## src/design/chi_pkg.sv

```systemverilog
// chi_pkg: types and constants shared by the channel intensity histogram
// modules. No dependencies.
`timescale 1ns / 1ps
package chi_pkg;

   // pixel component and bin index width of the request fields, channel sum and result value widths
   localparam int PIXEL_BITS    = 8;
   localparam int SUM_BITS      = 10;
   localparam int VALUE_BITS    = 32;
   // widest bin address any supported histogram size needs
   localparam int MAX_BIN_BITS  = 12;

   // gray average: floor(sum / 3) == (sum * 683) >> 11 for every sum up to 765
   localparam int GRAY_RECIP    = 683;
   localparam int GRAY_SHIFT    = 11;
   localparam int PROD_BITS     = 20;

   // command queue between front and back
   localparam int QUEUE_DEPTH   = 4;
   localparam int QUEUE_PTR_BITS = 2;

   // request function codes
   localparam logic FUNC_PIXEL  = 1'b0;
   localparam logic FUNC_READ   = 1'b1;

   // result kind codes
   localparam logic KIND_BIN    = 1'b0;
   localparam logic KIND_TOTAL  = 1'b1;

   // source mode codes
   localparam logic [1:0] MODE_GRAY  = 2'd0;
   localparam logic [1:0] MODE_RED   = 2'd1;
   localparam logic [1:0] MODE_GREEN = 2'd2;
   localparam logic [1:0] MODE_BLUE  = 2'd3;

   // classified request as it travels from front to back
   typedef struct packed {
      logic                        func;
      logic                        last;
      logic                        in_range;
      logic [PIXEL_BITS-1:0]       raw_bin;
      logic [MAX_BIN_BITS-1:0]     addr;
   } chi_cmd_type;

   // back status seen by the front
   typedef struct packed {
      logic clearing;
   } chi_status_type;

   typedef enum logic [1:0] {
      BK_CLEAR,
      BK_IDLE,
      BK_UPDATE
   } chi_back_state_type;

endpackage

```

## src/design/chi_front.sv

```systemverilog
// chi_front: accepts requests, works out the bin address and holds the
// classified request in one stage until the queue takes it. Uses chi_pkg.
`timescale 1ns / 1ps
module chi_front
   import chi_pkg::*;
#(
   parameter int NUM_BINS = 256
) (
   input  logic                  clock,
   input  logic                  reset,
   input  logic                  req_push,
   output logic                  req_full,
   input  logic                  req_func,
   input  logic [PIXEL_BITS-1:0] req_red,
   input  logic [PIXEL_BITS-1:0] req_green,
   input  logic [PIXEL_BITS-1:0] req_blue,
   input  logic                  req_last_pixel,
   input  logic [PIXEL_BITS-1:0] req_read_bin,
   input  logic [1:0]            source_mode,
   input  chi_status_type        status,
   output logic                  cmd_valid,
   input  logic                  cmd_ready,
   output chi_cmd_type           cmd
);

   logic                   stage_valid_ff;
   logic                   stage_valid_in;
   chi_cmd_type            stage_ff;
   chi_cmd_type            stage_in;
   logic                   accept;
   logic [SUM_BITS-1:0]    sum;
   logic [PROD_BITS-1:0]   prod;
   logic [PIXEL_BITS-1:0]  gray;
   logic [PIXEL_BITS-1:0]  idx;

   // stalled while the store is cleared or the stage cannot drain
   assign req_full = status.clearing || (stage_valid_ff && !cmd_ready);
   assign accept   = req_push && !req_full;

   // gray average by reciprocal multiply
   assign sum  = SUM_BITS'(req_red) + SUM_BITS'(req_green) + SUM_BITS'(req_blue);
   assign prod = PROD_BITS'(sum) * PROD_BITS'(GRAY_RECIP);
   assign gray = prod[GRAY_SHIFT +: PIXEL_BITS];

   // source selection
   always_comb begin
      case (source_mode)
         MODE_GRAY:  idx = gray;
         MODE_RED:   idx = req_red;
         MODE_GREEN: idx = req_green;
         MODE_BLUE:  idx = req_blue;
         default:    idx = gray;
      endcase
   end

   // classify the request
   always_comb begin
      stage_in          = stage_ff;
      stage_valid_in    = stage_valid_ff && !cmd_ready;
      if (accept) begin
         stage_valid_in    = 1'b1;
         stage_in.func     = req_func;
         stage_in.last     = req_last_pixel;
         stage_in.raw_bin  = req_read_bin;
         if (req_func == FUNC_READ) begin
            stage_in.in_range = (32'(req_read_bin) < 32'(NUM_BINS));
            stage_in.addr     = MAX_BIN_BITS'(req_read_bin);
         end else begin
            stage_in.in_range = 1'b1;
            if (32'(idx) >= 32'(NUM_BINS)) begin
               stage_in.addr = MAX_BIN_BITS'(NUM_BINS - 1);
            end else begin
               stage_in.addr = MAX_BIN_BITS'(idx);
            end
         end
      end
   end

   // stage register
   always_ff @(posedge clock) begin
      if (reset) begin
         stage_valid_ff <= 1'b0;
      end else begin
         stage_valid_ff <= stage_valid_in;
      end
      stage_ff <= stage_in;
   end

   assign cmd_valid = stage_valid_ff;
   assign cmd       = stage_ff;

endmodule

```

## config.mk

```make
export PLATFORM = sky130hd
export DESIGN_NAME = chi_front
export DESIGN_NICKNAME = d
export VERILOG_FILES = /design/src/design/chi_pkg.sv /design/src/design/chi_front.sv
export SDC_FILE = /design/constraint.sdc
export NUM_CORES = 1
export LEC_CHECK = 0
export ABC_CLOCK_PERIOD_IN_PS = 16500
export BUFFER_PORTS_ARGS = -buffer_cell sky130_fd_sc_hd__buf_2
export CAP_MARGIN = 20
export CORE_ASPECT_RATIO = 1.5
export CORE_MARGIN = 4
export CORE_UTILIZATION = 30
export CTS_CLUSTER_DIAMETER = 80
export DETAILED_ROUTE_END_ITERATION = 10
export GPL_TIMING_DRIVEN = 0
export SLEW_MARGIN = 10
export SYNTH_ARGS = -nofsm -noshare
export SYNTH_HDL_FRONTEND = slang
export SYNTH_SLANG_ARGS = --single-unit
```

## constraint.sdc

```tcl
create_clock -name clock -period 16.5 [get_ports clock]
set_input_delay 2.475 -clock clock [delete_from_list [all_inputs] [get_ports clock]]
set_output_delay 2.475 -clock clock [all_outputs]
set_load 0.01 [all_outputs]
```

# ---- Word level (Yosys, flattened, before mapping)
# Cells that the tools add are included.
dict set report totals {
  reg_bits 23
}
dict set report classes {
  mul 1
  mux 3
  addsub 2
  n_eq_ne 3
  reduce_logical 6
}
# operator count
set ops {}
lappend ops {{case mux 8 bit (4 select lines)} 1}
lappend ops {{multiplier 10 x 10 -> 19 bit, second input constant} 1}
lappend ops {{adder 9 x 8 -> 10 bit} 1}
lappend ops {{adder 8 x 8 -> 9 bit} 1}
lappend ops {{2-to-1 mux 8 bit} 1}
lappend ops {{equality test 2 bit, second input constant} 2}
lappend ops {{equality test 2 x 1 -> 1 bit, second input constant} 1}
lappend ops {{logical AND 1 bit} 2}
lappend ops {{logical NOT 1 bit} 2}
lappend ops {{logical NOT 2 bit} 1}
lappend ops {{logical OR 1 bit} 1}
lappend ops {{2-to-1 mux 1 bit} 1}

# ---- Depth between registers and ports, before layout
dict set report depth {
  word_depth 6
  depth_mapped 27
}

# ---- Least setup slack after synthesis
# OpenSTA, ideal clock, no wires.
dict set report synth_timing {
  path_type {input -> register}
  start {input port req_red[1]}
  end {register stage_ff (netlist bit cmd[0]), data pin}
  setup_time_ns 0.260
  slack_ns 8.399
  arrival_ns 7.841
  cell_stages 25
  path_buffers 0
  required_ns 16.240
  path_cell_list {inv_1 fa_1 inv_1 ha_1 inv_1 fa_1 nor2b_1 o31ai_2 nand2b_1 a21oi_1 xnor2_2 and2_1 ha_1 fa_1 fa_1 inv_1 fa_1 inv_1 ha_1 a21oi_1 o221ai_2 a21oi_2 xnor2_1 mux4_2 mux2_4}
}
dict set report synth_between {
  elab_chain_cells 5
}
# element line
set synth_rtl {}
lappend synth_rtl {{start, declared} chi_front.sv:14} ;# input logic [PIXEL_BITS-1:0] req_red,
lappend synth_rtl {{adder 8 x 8 -> 9 bit} chi_front.sv:41} ;# assign sum = SUM_BITS'(req_red) + SUM_BITS'(req_green) + SUM_BITS'(req_blue);
lappend synth_rtl {{adder 9 x 8 -> 10 bit} chi_front.sv:41}
lappend synth_rtl {{multiplier 10 x 10 -> 19 bit} chi_front.sv:42} ;# assign prod = PROD_BITS'(sum) * PROD_BITS'(GRAY_RECIP);
lappend synth_rtl {{case mux 8 bit (4 select lines)} chi_front.sv:47} ;# case (source_mode)
lappend synth_rtl {{2-to-1 mux 8 bit} chi_front.sv:65} ;# if (req_func == FUNC_READ) begin
lappend synth_rtl {{end signal, assigned} chi_front.sv:86} ;# stage_ff <= stage_in;
lappend synth_rtl {{end, declared} chi_front.sv:28} ;# chi_cmd_type stage_ff;
# Every way passes these cells.
# A chain may end at the register's enable or synchronous reset.

# ---- Worst setup path after layout
# Ends and elaborated chain as after synthesis.

==> results.py <==
metrics = {
    "clock_tree": {
        "clk_path_buf_depth": 2,
        "cts.reportedPaths.clkPinSlew_ns": 0.05,
        "numCtsBuffers": 3,
        "postCtsResizedCells": 0,
        "numClockSinks": 19,
        "insertion_delay_ns": 0.25,
        "cts_tree": "built",
        "cts_root_buf": "clkbuf_16",
        "postCtsHoldBufs": 0,
        "postCtsSetupRepairBufs": 0,
        "htreeDepth": 1,
    },
    "global_route": {
        "grt_pass1_wl_um": 12700,
        "grt_max_degree": 19,
        "top_usage_layer": "met2",
        "gr-usage-met3_pct": 0.889,
        "grt_pass1_vias": 2782,
        "antenna_found_initial": 0,
        "use_met1_pct": 12.4,
        "overflow": 0,
        "grt_util_met2_pct": 26.0,
        "grtUsageTotal_pct": 12.6,
    },
    "detailed_routing": {
        "first_pass_iters": 4,
        "wl_per_cell_um": 14.0,
        "wl_um": 7480,
        "vias": 2537,
        "postRouteAntennaNets": 0,
        "drtIter0Drc": 96,
        "drc_errors": 0,
        "detail_route.vias_per_cell": 4.75,
    },
    "worst_setup_path": {
        "cp_slowest_cell": "fa_1",
        "cp-start-kind": "input port",
        "path_class": "input port to register",
        "critPathRequiredTime_ns": 16.51,
        "path_common_cell": "inv_1",
        "ff2ff_setup_slack_ns": 14.99,
        "cp_max_fo": 4,
        "r2r-start": "cmd_valid",
        "cp-startpoint": "req_red[1]",
        "slowest_delay_ns": 0.54,
        "arrival_ns": 8.47,
        "critPathCaptureType": "register",
    },
    "placement": {
        "dp_slack_ns": 7.71,
        "gp_congestion": 0.838,
        "placed_cells_incl_taps": 530,
        "place_hpwl_um": 6820,
        "port_buffers": 59,
    },
    "final_layout": {
        "antenna_cells": 0,
        "drive_gt1_share_pct": 22.1,
        "area_growth_pct": 17.5,
        "nets": 524,
        "fin_util_pct": 36.0,
        "instances_no_fill": 534,
    },
    "die": {
        "num_rows": 46,
        "ios": 66,
        "core_um2": 10600,
        "fp.dieW_um": 92.9,
        "die_y_um": 135,
        "dieArea_um2": 12600,
        "initial_core_util_pct": 30.6,
    },
    "logic_synthesis": {
        "ys_types": 51,
        "synth-warning-count": 0,
        "avgSynthCellArea_um2": 10.0,
        "synth-edff-count": 18,
        "synth_flop_cell": "edfxtp_1",
        "yosysTopAreaCell": "ha_1",
        "yosysMostFrequentCell": "ha_1",
        "synth_commonest_cells": "ha_1, inv_1, fa_1",
        "async_flop_share_pct": 0,
        "yosysTopAreaCellShare_pct": 24.7,
        "syn_area_um2": 3240,
        "syn_inst": 324,
        "ys_ff_latch": 19,
        "yosys-top-cells-area": "ha_1, fa_1, edfxtp_1",
        "ys_seq_area_share_pct": 17.3,
    },
    "sta": {
        "finalSetupViolCount": 0,
        "finalHoldViolCount": 0,
        "tightest_slew_ns": 0.796,
        "fin_worst_skew_ns": 0.00121,
        "fin_ws_ns": 8.03,
        "rsz0062_at_grt": "no",
        "tns_ns": 0,
        "maxSlewViolCount": 0,
        "finalCritPeriodShare_pct": 51.3,
        "fin_crit_ns": 8.47,
        "fmax_mhz": 118,
        "slew_headroom_pct": 46.5,
    },
    "worst_hold_path": {
        "hp-class": "register to register",
        "min-delay-start": "cmd_valid",
    },
    "outcome": {
        "status": "finished, final reports clean",
    },
    "job": {
        "max_cap_viol_count": 0,
    },
}
==> sequential cells by signal, indices dropped and copies added, names as in the netlist <==
| name | cells |
|---|---|
| cmd_valid | 1 |
| cmd | 18 |
==> cell type report <==
| type | instances | area, um^2 |
|---|---|---|
| Fill cell | 1090 | 6780 |
| Multi-Input combinational cell | 239 | 2410 |
| Sequential cell | 19 | 561 |
| Timing Repair Buffer | 59 | 295 |
| Inverter | 60 | 225 |
| Tap cell | 144 | 180 |
| Clock buffer | 3 | 75.1 |
| Buffer | 9 | 52.6 |
| Clock inverter | 1 | 5.00 |
==> worst max-delay path: cells and delay by family <==
kind,cells,cell delay (ns)
XOR/XNOR,2,0.31
adder cells (fa/ha/maj),8,3.07
multiplexers,2,0.76
AO/OA/AOI/OAI,3,0.85
AND/OR/NAND/NOR,3,0.39
buffers and inverters,9,0.60
==> layer usage <==
| metal | part of all wire (%) | wire (um) | up-vias |
|---|---|---|---|
| met1 | 36 | 2680 | 1201 |
| met2 | 58 | 4320 | 62 |
| li1 | - | - | 1254 |
| met4 | 3.6 | 266 | 0 |
| met3 | 2.8 | 213 | 20 |
| met5 | 0 | 0 | - |
==> final timing paths <==
kind	endpoint	depth (start not counted)
hold reg to reg	cmd_valid	2
hold / removal	cmd_valid	2
setup reg to reg	cmd[22]	4
setup / recovery	cmd[0]	27
==> logic make-up after synthesis <==
| group | Yosys count | share of synthesized area, % |
|---|---|---|
| flip-flops | 19 | 17.3 |
| adder cells (fa/ha/maj) | 92 | 42.0 |
| XOR/XNOR | 19 | 5.60 |
| other | 2 | 0.232 |
| AO/OA/AOI/OAI | 67 | 15.1 |
| AND/OR/NAND/NOR | 46 | 7.03 |
| buffers and inverters | 69 | 8.57 |
| multiplexers | 10 | 4.13 |
==> cells in the final DEF, fill, tap and decap left out, drive strengths merged, types with 2 or more instances in the layout <==
| master | n |
|---|---|
| nor2 | 9 |
| xnor2 | 14 |
| mux2 | 4 |
| o211ai | 2 |
| nor3 | 5 |
| conb | 5 |
| fa | 28 |
| a221o | 2 |
| clkbuf | 7 |
| nand3 | 5 |
| mux2i | 4 |
| o221ai | 2 |
| a211o | 3 |
| a21oi | 20 |
| o31ai | 3 |
| buf | 64 |
| nand2 | 13 |
| edfxtp | 18 |
| inv | 60 |
| and2 | 2 |
| ha | 64 |
| nand4 | 3 |
| nand2b | 2 |
| a22oi | 4 |
| o21bai | 2 |
| o21a | 5 |
| xor2 | 5 |
| mux4 | 2 |
| a21boi | 3 |
| nor2b | 3 |
| o21ai | 10 |
| a21o | 6 |
| or3 | 2 |
==> stage by stage <==
stage / area, um^2 / hold slack (ns)
6_report: 3810 / 0.490
3_3_place_gp: 3730 / 0.466
3_5_place_dp: 3730 / 0.491
5_1_grt: 3810 / 0.540
2_1_floorplan: 3250 / 0.499
4_1_cts: 3810 / 0.500
Power is left out: the tool's default activity adds up to more than one toggle a clock period on the data nets, which glitch-free logic cannot reach.
