==> config.mk <==
export PLATFORM = sky130hd
export DESIGN_NAME = chi_queue
export DESIGN_NICKNAME = d
export VERILOG_FILES = /design/src/design/chi_pkg.sv /design/src/design/chi_queue.sv
export SDC_FILE = /design/constraint.sdc
export NUM_CORES = 1
export LEC_CHECK = 0
export CORE_UTILIZATION = 62
export CTS_CLUSTER_DIAMETER = 80
export DETAILED_ROUTE_END_ITERATION = 12
export DONT_BUFFER_PORTS = 1
export GPL_ROUTABILITY_DRIVEN = 0
export PLACE_DENSITY = 0.77
export SETUP_SLACK_MARGIN = 0.02
export SLEW_MARGIN = 10
export SYNTH_ARGS = -nofsm -noshare
export SYNTH_HDL_FRONTEND = slang
export SYNTH_SLANG_ARGS = --single-unit
==> constraint.sdc <==
create_clock -name clock -period 2.7 [get_ports clock]
set_input_delay 0.675 -clock clock [delete_from_list [all_inputs] [get_ports clock]]
set_output_delay 0.675 -clock clock [all_outputs]
set_load 0.005 [all_outputs]
==> src/design/chi_pkg.sv <==
// chi_pkg: types and constants shared by the channel intensity histogram
// modules. No dependencies.
`timescale 1ns / 1ps
package chi_pkg;

   // pixel component and bin index width of the request fields, channel sum and result value widths
   localparam int PIXEL_BITS    = 8;
   localparam int SUM_BITS      = 10;
   localparam int VALUE_BITS    = 32;
   // widest bin address any supported histogram size needs
   localparam int MAX_BIN_BITS  = 12;

   // gray average: floor(sum / 3) == (sum * 683) >> 11 for every sum up to 765
   localparam int GRAY_RECIP    = 683;
   localparam int GRAY_SHIFT    = 11;
   localparam int PROD_BITS     = 20;

   // command queue between front and back
   localparam int QUEUE_DEPTH   = 4;
   localparam int QUEUE_PTR_BITS = 2;

   // request function codes
   localparam logic FUNC_PIXEL  = 1'b0;
   localparam logic FUNC_READ   = 1'b1;

   // result kind codes
   localparam logic KIND_BIN    = 1'b0;
   localparam logic KIND_TOTAL  = 1'b1;

   // source mode codes
   localparam logic [1:0] MODE_GRAY  = 2'd0;
   localparam logic [1:0] MODE_RED   = 2'd1;
   localparam logic [1:0] MODE_GREEN = 2'd2;
   localparam logic [1:0] MODE_BLUE  = 2'd3;

   // classified request as it travels from front to back
   typedef struct packed {
      logic                        func;
      logic                        last;
      logic                        in_range;
      logic [PIXEL_BITS-1:0]       raw_bin;
      logic [MAX_BIN_BITS-1:0]     addr;
   } chi_cmd_type;

   // back status seen by the front
   typedef struct packed {
      logic clearing;
   } chi_status_type;

   typedef enum logic [1:0] {
      BK_CLEAR,
      BK_IDLE,
      BK_UPDATE
   } chi_back_state_type;

endpackage

==> src/design/chi_queue.sv <==
// chi_queue: short queue of classified requests between front and back.
// Uses chi_pkg.
`timescale 1ns / 1ps
module chi_queue
   import chi_pkg::*;
(
   input  logic        clock,
   input  logic        reset,
   input  logic        wr_valid,
   output logic        wr_ready,
   input  chi_cmd_type wr_cmd,
   output logic        rd_valid,
   input  logic        rd_pop,
   output chi_cmd_type rd_cmd
);

   chi_cmd_type                entries_ff [QUEUE_DEPTH];
   logic [QUEUE_PTR_BITS-1:0]  wr_ptr_ff;
   logic [QUEUE_PTR_BITS-1:0]  rd_ptr_ff;
   logic [QUEUE_PTR_BITS:0]    count_ff;
   logic                       do_write;
   logic                       do_read;

   assign wr_ready = (count_ff != (QUEUE_PTR_BITS+1)'(QUEUE_DEPTH));
   assign rd_valid = (count_ff != '0);
   assign rd_cmd   = entries_ff[rd_ptr_ff];
   assign do_write = wr_valid && wr_ready;
   assign do_read  = rd_pop && rd_valid;

   // pointers and fill count
   always_ff @(posedge clock) begin
      if (reset) begin
         wr_ptr_ff <= '0;
         rd_ptr_ff <= '0;
         count_ff  <= '0;
      end else begin
         if (do_write) begin
            wr_ptr_ff <= wr_ptr_ff + 1'b1;
         end
         if (do_read) begin
            rd_ptr_ff <= rd_ptr_ff + 1'b1;
         end
         if (do_write && !do_read) begin
            count_ff <= count_ff + 1'b1;
         end else if (do_read && !do_write) begin
            count_ff <= count_ff - 1'b1;
         end
      end
   end

   // entry storage
   always_ff @(posedge clock) begin
      if (do_write) begin
         entries_ff[wr_ptr_ff] <= wr_cmd;
      end
   end

endmodule

# ---- Word level (Yosys, flattened, before mapping)
# Memory sizes are Yosys's and may differ from the RTL's. A register that Yosys moved wholly into a read port is not among the register bits.
# Index checks and enable logic that the tools add are counted.
dict set report totals {
  regBits 7
  ramBits 92
  input_bits 27
  out_inout_bits 25
  word_cells 23
  memories 1
}
# name words width read_ports rd_clocked_by_memory_dff wr line
set mem_list {}
lappend mem_list {entries_ff 4 23 1 1 1 chi_queue.sv:17} ;# chi_cmd_type entries_ff [QUEUE_DEPTH];
dict set report classes {
  addsub 4
  eq_ne 1
  n_mux 6
  n_reduce_logical 8
}
# op n
set op_table {}
lappend op_table {{3-bit 2-to-1 mux} 2}
lappend op_table {{2-bit by 1-bit adder with 2-bit output, second input constant} 2}
lappend op_table {{1-bit logical AND} 4}
lappend op_table {{2-bit 2-to-1 mux} 2}
lappend op_table {{3-bit by 1-bit adder with 3-bit output, second input constant} 1}
lappend op_table {{3-bit != test, second input constant} 1}
lappend op_table {{3-bit nonzero test} 1}
lappend op_table {{3-bit by 1-bit subtractor with 3-bit output, second input constant} 1}
lappend op_table {{1-bit zero test} 2}
lappend op_table {{1-bit 2-to-1 mux} 2}
lappend op_table {{2-bit nonzero test} 1}

# ---- Longest topological paths before layout
# Gate-level depths: netlist of run 1.
dict set report logic_depth {
  ltp_word 6
  depth_mapped 8
}

# ---- Worst setup path before layout of run 1
# Ideal clock, no wire load.
dict set report synth_path {
  path_type {input -> register}
  start {input wr_valid}
  end {register count_ff[2]}
  setup_ps 70
  arrival_ps 2063
  t_required_ps 2630
  slack_ps 567
  cell_stages 7
  path_buffers 0
  cell_sequence {a21boi_4 -> ha_1 -> inv_1 -> fa_1 -> xor2_1 -> or3_1 -> a21oi_1}
}
dict set report synth_between {
  elab_chain_cells 4
}
# element line
set synth_lines {}
lappend synth_lines {{start: declaration} chi_queue.sv:9} ;# input logic wr_valid,
lappend synth_lines {{1-bit logical AND (*)} chi_queue.sv:27} ;# assign do_write = wr_valid && wr_ready;
lappend synth_lines {{1-bit zero test} chi_queue.sv:45} ;# end else if (do_read && !do_write) begin
lappend synth_lines {{1-bit logical AND} chi_queue.sv:45}
lappend synth_lines {{2-bit nonzero test (no source line)} --}
lappend synth_lines {{end signal: assignment} chi_queue.sv:44} ;# count_ff <= count_ff + 1'b1;
lappend synth_lines {{end signal: assignment} chi_queue.sv:46} ;# count_ff <= count_ff - 1'b1;
lappend synth_lines {{end: declaration} chi_queue.sv:20} ;# logic [QUEUE_PTR_BITS:0] count_ff;
# Mark *: on every way between the ends. The rest lies on a longest branch, timed or not.
# A chain may end at the register's enable or synchronous reset.

==> implementation parameters, run 1 <==
Parameter                              Value

Timing
  Final number of setup-violating endpoints    0
  Rel. slew slack    76.3%
  Final Hold Fails    0
  RSZ-0062 raised after global routing    false
  Highest Clock Rate    0.422 GHz
  Layout Skew    0.00676 ns
  Slew Viols, Final    0
  Total negative slack for setup checks    0 ns
  Shortest clock period the worst path allows after layout    2.37 ns
  Share of the clock period used by the worst path    87.8%
  Measured slew at the worst slew-check pin    0.356 ns

Clocking
  Clock Sink Count    101
  Post CTS Setup Buffer Count    0
  Clock tree from TritonCTS    yes
  Number of buffers between clock root and the deepest sink    2
  # hold bufs at CTS    0
  Clock transition time at the flip-flop clock pins of the worst setup and hold paths    0.08 ns
  Clock insertion delay at the later pin of the skew report    0.35 ns
  Number of gates resized after CTS    0
  Number of buffers added by the clock tree synthesis step    9
  Root Buffer    clkbuf_8
  CTS H-tree lvls    3

Detailed routing
  Routed vias/inst    6.02
  Pre-Repair DR Iteration Count    4
  Remaining design rule violation count    0
  Antenna viol nets, final    0
  Initial detailed-routing violation count    88
  Final WL    5670 um
  WL/cell    21.7 um
  Vias    1,571

Synth
  Cells after Synth    168
  Post-synthesis average cell area    22.8 um2
  Flip-flop and latch count after synthesis    101
  Leading register cell type out of synthesis    edfxtp_1
  Summed instance area of the synthesized netlist    3830 um2
  Share of synthesized area occupied by flip-flops and latches    76.8%
  Total nets after synthesis    201
  Number of enable flip-flop cells after synthesis    92
  Yosys cell types    25
  Ys async rst share    0%
  Synthesis Warnings    0

Setup path
  Kind of launch point of the worst setup path    register
  Critical path capture point type    primary output
  Worst setup path category    register to primary output
  Critical path data arrival time    1.70 ns
  Critical path data required time    2.03 ns
  Max Fanout on Critical Path    9

Place
  Placed standard-cell area    3920 um2
  Count of buffers from port buffering    0
  Detailed Place HPWL    3570 um

Cells and area
  Util after Layout    69.0%
  Ratio of cells with drive above 1 in the final layout    23.7%
  Final cell area excluding filler cells    4110 um2
  Inserted Diodes    0
  Most frequent cells in the layout    edfxtp_1, mux4_2, clkbuf_8
  Most frequent standard cell in the layout excluding fill and tap cells    edfxtp_1
  Layout net count    214
  Area Growth Syn to Fin    7.15%

Hold path
  Worst hold path class    primary input to register

Global route
  M3 GR Usage    5.91%
  Initial antenna violation count    0
  Met2 Track Usage GR    32.3%
  Grt total ovfl    0
  GRT Overall Usage    20.0%
  First-pass GRT wire length    8730 um
  Most used routing layer in global routing    met2
  Grt met1 use    24.7%
  Via count of the first global-routing pass    1,678
  Pin count of the biggest net entering global routing    24

Power and ir drop
  P_leak    1.32 nW
  Power density over cell area    882 nW/um2
  Highest ir drop seen on vdd    0.000514 V

Floorplanning
  Initial Util    64.4%
  Horizontal die dimension    80.6 um
  Count of pins on the block boundary    52
  Floorplan row count    28
  Area of the die    6500 um2
  Core area    5960 um2
  Vertical die dimension    80.6 um

Status
  Run status    finished, final reports clean

Flow run
  Max capacitance violation total    0
-- power by group --
part	switching (mW)	total (mW)	internal, mW
Sequential	0.105	2.01	1.90
Combinational	0.360	0.731	0.371
Clock	0.457	0.884	0.427
Total	0.922	3.62	2.70
-- worst paths after layout --
check,from,slack (ns),end,depth (start not counted)
hold / removal,reset,0.39,register,1
setup reg to reg,count_ff[0],0.44,count_ff[2],8
hold reg to reg,wr_ptr_ff[1],0.54,wr_ptr_ff[1],2
setup / recovery,register,0.33,rd_cmd[12],2
-- sequential cells by signal, indices dropped and copies added (netlist names), named ones only --
register	count
rd_ptr_ff	2
count_ff	3
wr_ptr_ff	2
entries_ff	92
-- cell usage after synthesis (2+ instances only) --
cell       n  area [um2]
buf_12     2        40.0
edfxtp_1  92        2760
nand2b_1   2        12.5
mux4_1     3        78.8
inv_1      3        11.3
buf_2      2        10.0
nor2_1     7        26.3
dfxtp_1    9         180
mux2i_1    2        20.0
mux4_2    20         450
ha_1       5        62.6
and2_1     4        25.0
xor2_1     4        35.0
or3_1      2        12.5
-- metrics by stage --
step                hold slack, ns  instances  total power [mW]  setup WS (ns)
global route                 0.369        261              3.81          0.232
global placement             0.493        245              2.75          0.545
detailed placement           0.520        245              2.80          0.414
finish                       0.388        261              3.62          0.329
floorplan                    0.482        168              2.67          0.567
CTS                          0.367        261              3.67          0.264
-- critical path, stage by stage (launching register included) --
cell and delay, ns:
dfxtp_2 0.51, buf_4 0.29, mux4_2 0.55
-- layout make-up --
type	count	area (um2)
inverters	3	11.3
flip-flops and latches	101	2940
fillers	366	1850
clock inverters	4	48.8
clock buffers	12	135
repair buffers	8	60.1
well taps	75	93.8
multi-input cells	58	815
-- per-layer routing --
metal	part of all wire (%)	wire, um	vias up
li1	-	-	707
met1	42	2380	803
met2	50	2830	50
met3	6.1	347	11
met4	1.9	106	0
met5	0	0	-
-- kinds of logic (layout without fill, tap and decap cells) --
kind of cell | count (synthesis) | after routing | synth area share (%)
mux | 26 | 26 | 14.6
fa+ha+maj | 6 | 6 | 2.15
compound gates | 5 | 5 | 1.31
simple gates | 17 | 17 | 2.25
flops | 101 | 101 | 76.8
xor+xnor | 4 | 4 | 0.914
buf+inv | 9 | 27 | 1.99
(Power assumes the default switching activity.)
==> inputs of run 2 (changes only) <==
- CORE_UTILIZATION: 62 -> 66
- PLACE_DENSITY: 0.77 -> 0.81
- clock period: 2.7 -> 3 ns (I/O delays scaled with it)
==> run 2 against run 1 <==
Compared with the run above:
- final area is essentially flat
- worst hold slack gained 0.066 ns
- register-to-register slack gained 0.37 ns
- routed wire length grew 6.1%
- clock skew grew 0.0033 ns
- core utilization grew 5.2 points
- count of clock-buffer cells in the layout shrank 3
- final cell count shrank 1.1%
- first-iteration DRC count grew 78%
- critical endpoint is now rd_cmd[19]
- sequential power shrank 11%
==> implementation parameters, run 2 (synthesis gave the netlist of run 1 again) <==
Parameter                              Value

Clocking
  Post CTS Setup Buffer Count    0 (unchanged)
  Clock insertion delay at the later pin of the skew report    0.36 ns (about the same)
  Clock tree from TritonCTS    yes
  Root Buffer    clkbuf_8
  Clock Sink Count    101 (unchanged)
  Number of buffers between clock root and the deepest sink    2 (unchanged)
  Number of gates resized after CTS    0 (unchanged)
  # hold bufs at CTS    0 (unchanged)
  Clock transition time at the flip-flop clock pins of the worst setup and hold paths    0.08 ns (about the same)
  Number of buffers added by the clock tree synthesis step    9 (unchanged)
  CTS H-tree lvls    3 (unchanged)

Floorplanning
  Area of the die    6120 um2 (-5.9%)
  Horizontal die dimension    78.2 um (-3.0%)
  Count of pins on the block boundary    52 (unchanged)
  Core area    5540 um2 (-7.0%)
  Vertical die dimension    78.2 um (-3.0%)
  Initial Util    69.2% (+4.8 points)
  Floorplan row count    27 (-3.6%)

Timing
  Final number of setup-violating endpoints    0 (unchanged)
  RSZ-0062 raised after global routing    false
  Slew Viols, Final    0 (unchanged)
  Share of the clock period used by the worst path    82.5%
  Final Hold Fails    0 (unchanged)
  Shortest clock period the worst path allows after layout    2.47 ns
  Rel. slew slack    62.3% (-14 points)
  Post-route worst setup slack    0.526 ns (+0.196 ns)
  Measured slew at the worst slew-check pin    0.565 ns (+0.209 ns)
  Layout Skew    0.0100 ns (+0.00327 ns)
  Highest Clock Rate    0.404 GHz
  Total negative slack for setup checks    0 ns (unchanged)

Global route
  Via count of the first global-routing pass    1,693 (+0.89%)
  Initial antenna violation count    0 (unchanged)
  Grt total ovfl    0 (unchanged)
  GRT Overall Usage    21.7% (+1.8 points)
  Pin count of the biggest net entering global routing    24 (unchanged)
  First-pass GRT wire length    9160 um (+5.0%)

Power and ir drop
  Power density over cell area    797 nW/um2 (-9.6%)
  P_leak    1.33 nW (+0.93%)
  Highest ir drop seen on vdd    0.000688 V (+34%)

Detailed routing
  Antenna viol nets, final    0 (unchanged)
  Initial detailed-routing violation count    157 (+78%)
  WL/cell    23.3 um (+7.3%)
  Pre-Repair DR Iteration Count    4 (unchanged)
  Routed vias/inst    6.29 (+4.6%)
  Vias    1,624 (+3.4%)
  Final WL    6010 um (+6.1%)
  Remaining design rule violation count    0 (unchanged)

Cells and area
  Area Growth Syn to Fin    7.18% (about the same)
  Most frequent cells in the layout    edfxtp_1, mux4_2, clkbuf_8
  Top reg by flops    entries_ff
  Flip-flop count of the largest register after layout    92 (unchanged)
  Largest regs    entries_ff (92), count_ff (3)
  Inserted Diodes    0 (unchanged)
  Layout net count    214 (unchanged)
  Ratio of cells with drive above 1 in the final layout    25.3% (+1.6 points)
  Most frequent standard cell in the layout excluding fill and tap cells    edfxtp_1

Hold path
  Hold path cells    1 (unchanged)
  Worst hold path class    primary input to register

Setup path
  Kind of launch point of the worst setup path    register
  Critical path data arrival time    1.72 ns (+0.02 ns)
  Endpoint of the worst-slack reg-to-reg timing path    count_ff[2]
  Critical path data required time    2.25 ns (+0.22 ns)
  Cells on worst reg2reg path    8 (unchanged)
  Max Fanout on Critical Path    23 (+14)
  Critical path capture point type    primary output
  Worst setup path category    register to primary output
  Timing endpoint of the critical path    rd_cmd[19]
  Launching point of the worst reg2reg path    count_ff[0]
  Register-to-Register Setup Slack    0.81 ns (+0.37 ns)

Place
  Count of buffers from port buffering    0 (unchanged)
  Placement-stage worst setup slack    0.669 ns (+0.255 ns)
  Detailed Place HPWL    3970 um (+11%)

Flow run
  Max capacitance violation total    0 (unchanged)

Status
  Run status    finished, final reports clean
## run 2: how the worst min path moves through the flow
stage / start / slack (ns) / endpoint
after floorplan: wr_ptr_ff[1] / 0.48 / wr_ptr_ff[1]
after global placement: wr_ptr_ff[1] / 0.49 / wr_ptr_ff[1]
after detailed placement: rd_ptr_ff[1] / 0.53 / register
after CTS: reset / 0.44 / register
after global routing: reset / 0.44 / count_ff[1]
final: reset / 0.45 / register
## run 2: per-layer routing
layer  share of wire [%]  GRT usage, %  up-vias
li1                    -             -      707
met1                  40          29.0      845
met2                  52          33.9       63
met3                 6.3          5.35        9
met4                 1.5          11.1        0
met5                   0             0        -
## run 2: worst max-delay path, cell delays in order, from the launching register on
cell and delay [ns]:
dfxtp_2 0.32, buf_4 0.39, mux4_1 0.67
## run 2: cell type report
type / instances / area (um2)
clock buffers: 9 / 124
clock inverters: 7 / 65.1
fillers: 311 / 1430
inverters: 3 / 11.3
multi-input cells: 58 / 815
flip-flops and latches: 101 / 2940
well taps: 72 / 90.1
repair buffers: 8 / 60.1
## run 2: through the flow
stage / cells / util [%] / instance area [um2] / hold WS, ns / total power [mW]
after floorplan: 168 / - / 3830 / 0.482 / 2.40
after global placement: 242 / 70.8 / 3920 / 0.494 / 2.46
after detailed placement: 242 / 70.8 / 3920 / 0.530 / 2.51
after CTS: 258 / 74.2 / 4110 / 0.444 / 3.30
after global routing: 258 / 74.2 / 4110 / 0.443 / 3.41
final: 258 / 74.2 / 4110 / 0.454 / 3.28
## run 2: power breakdown
group / switching, mW / internal, mW / leakage (nW)
Clock: 0.433 / 0.381 / 0.0968
Sequential: 0.0744 / 1.71 / 0.918
Combinational: 0.344 / 0.330 / 0.315
Total: 0.851 / 2.43 / 1.33
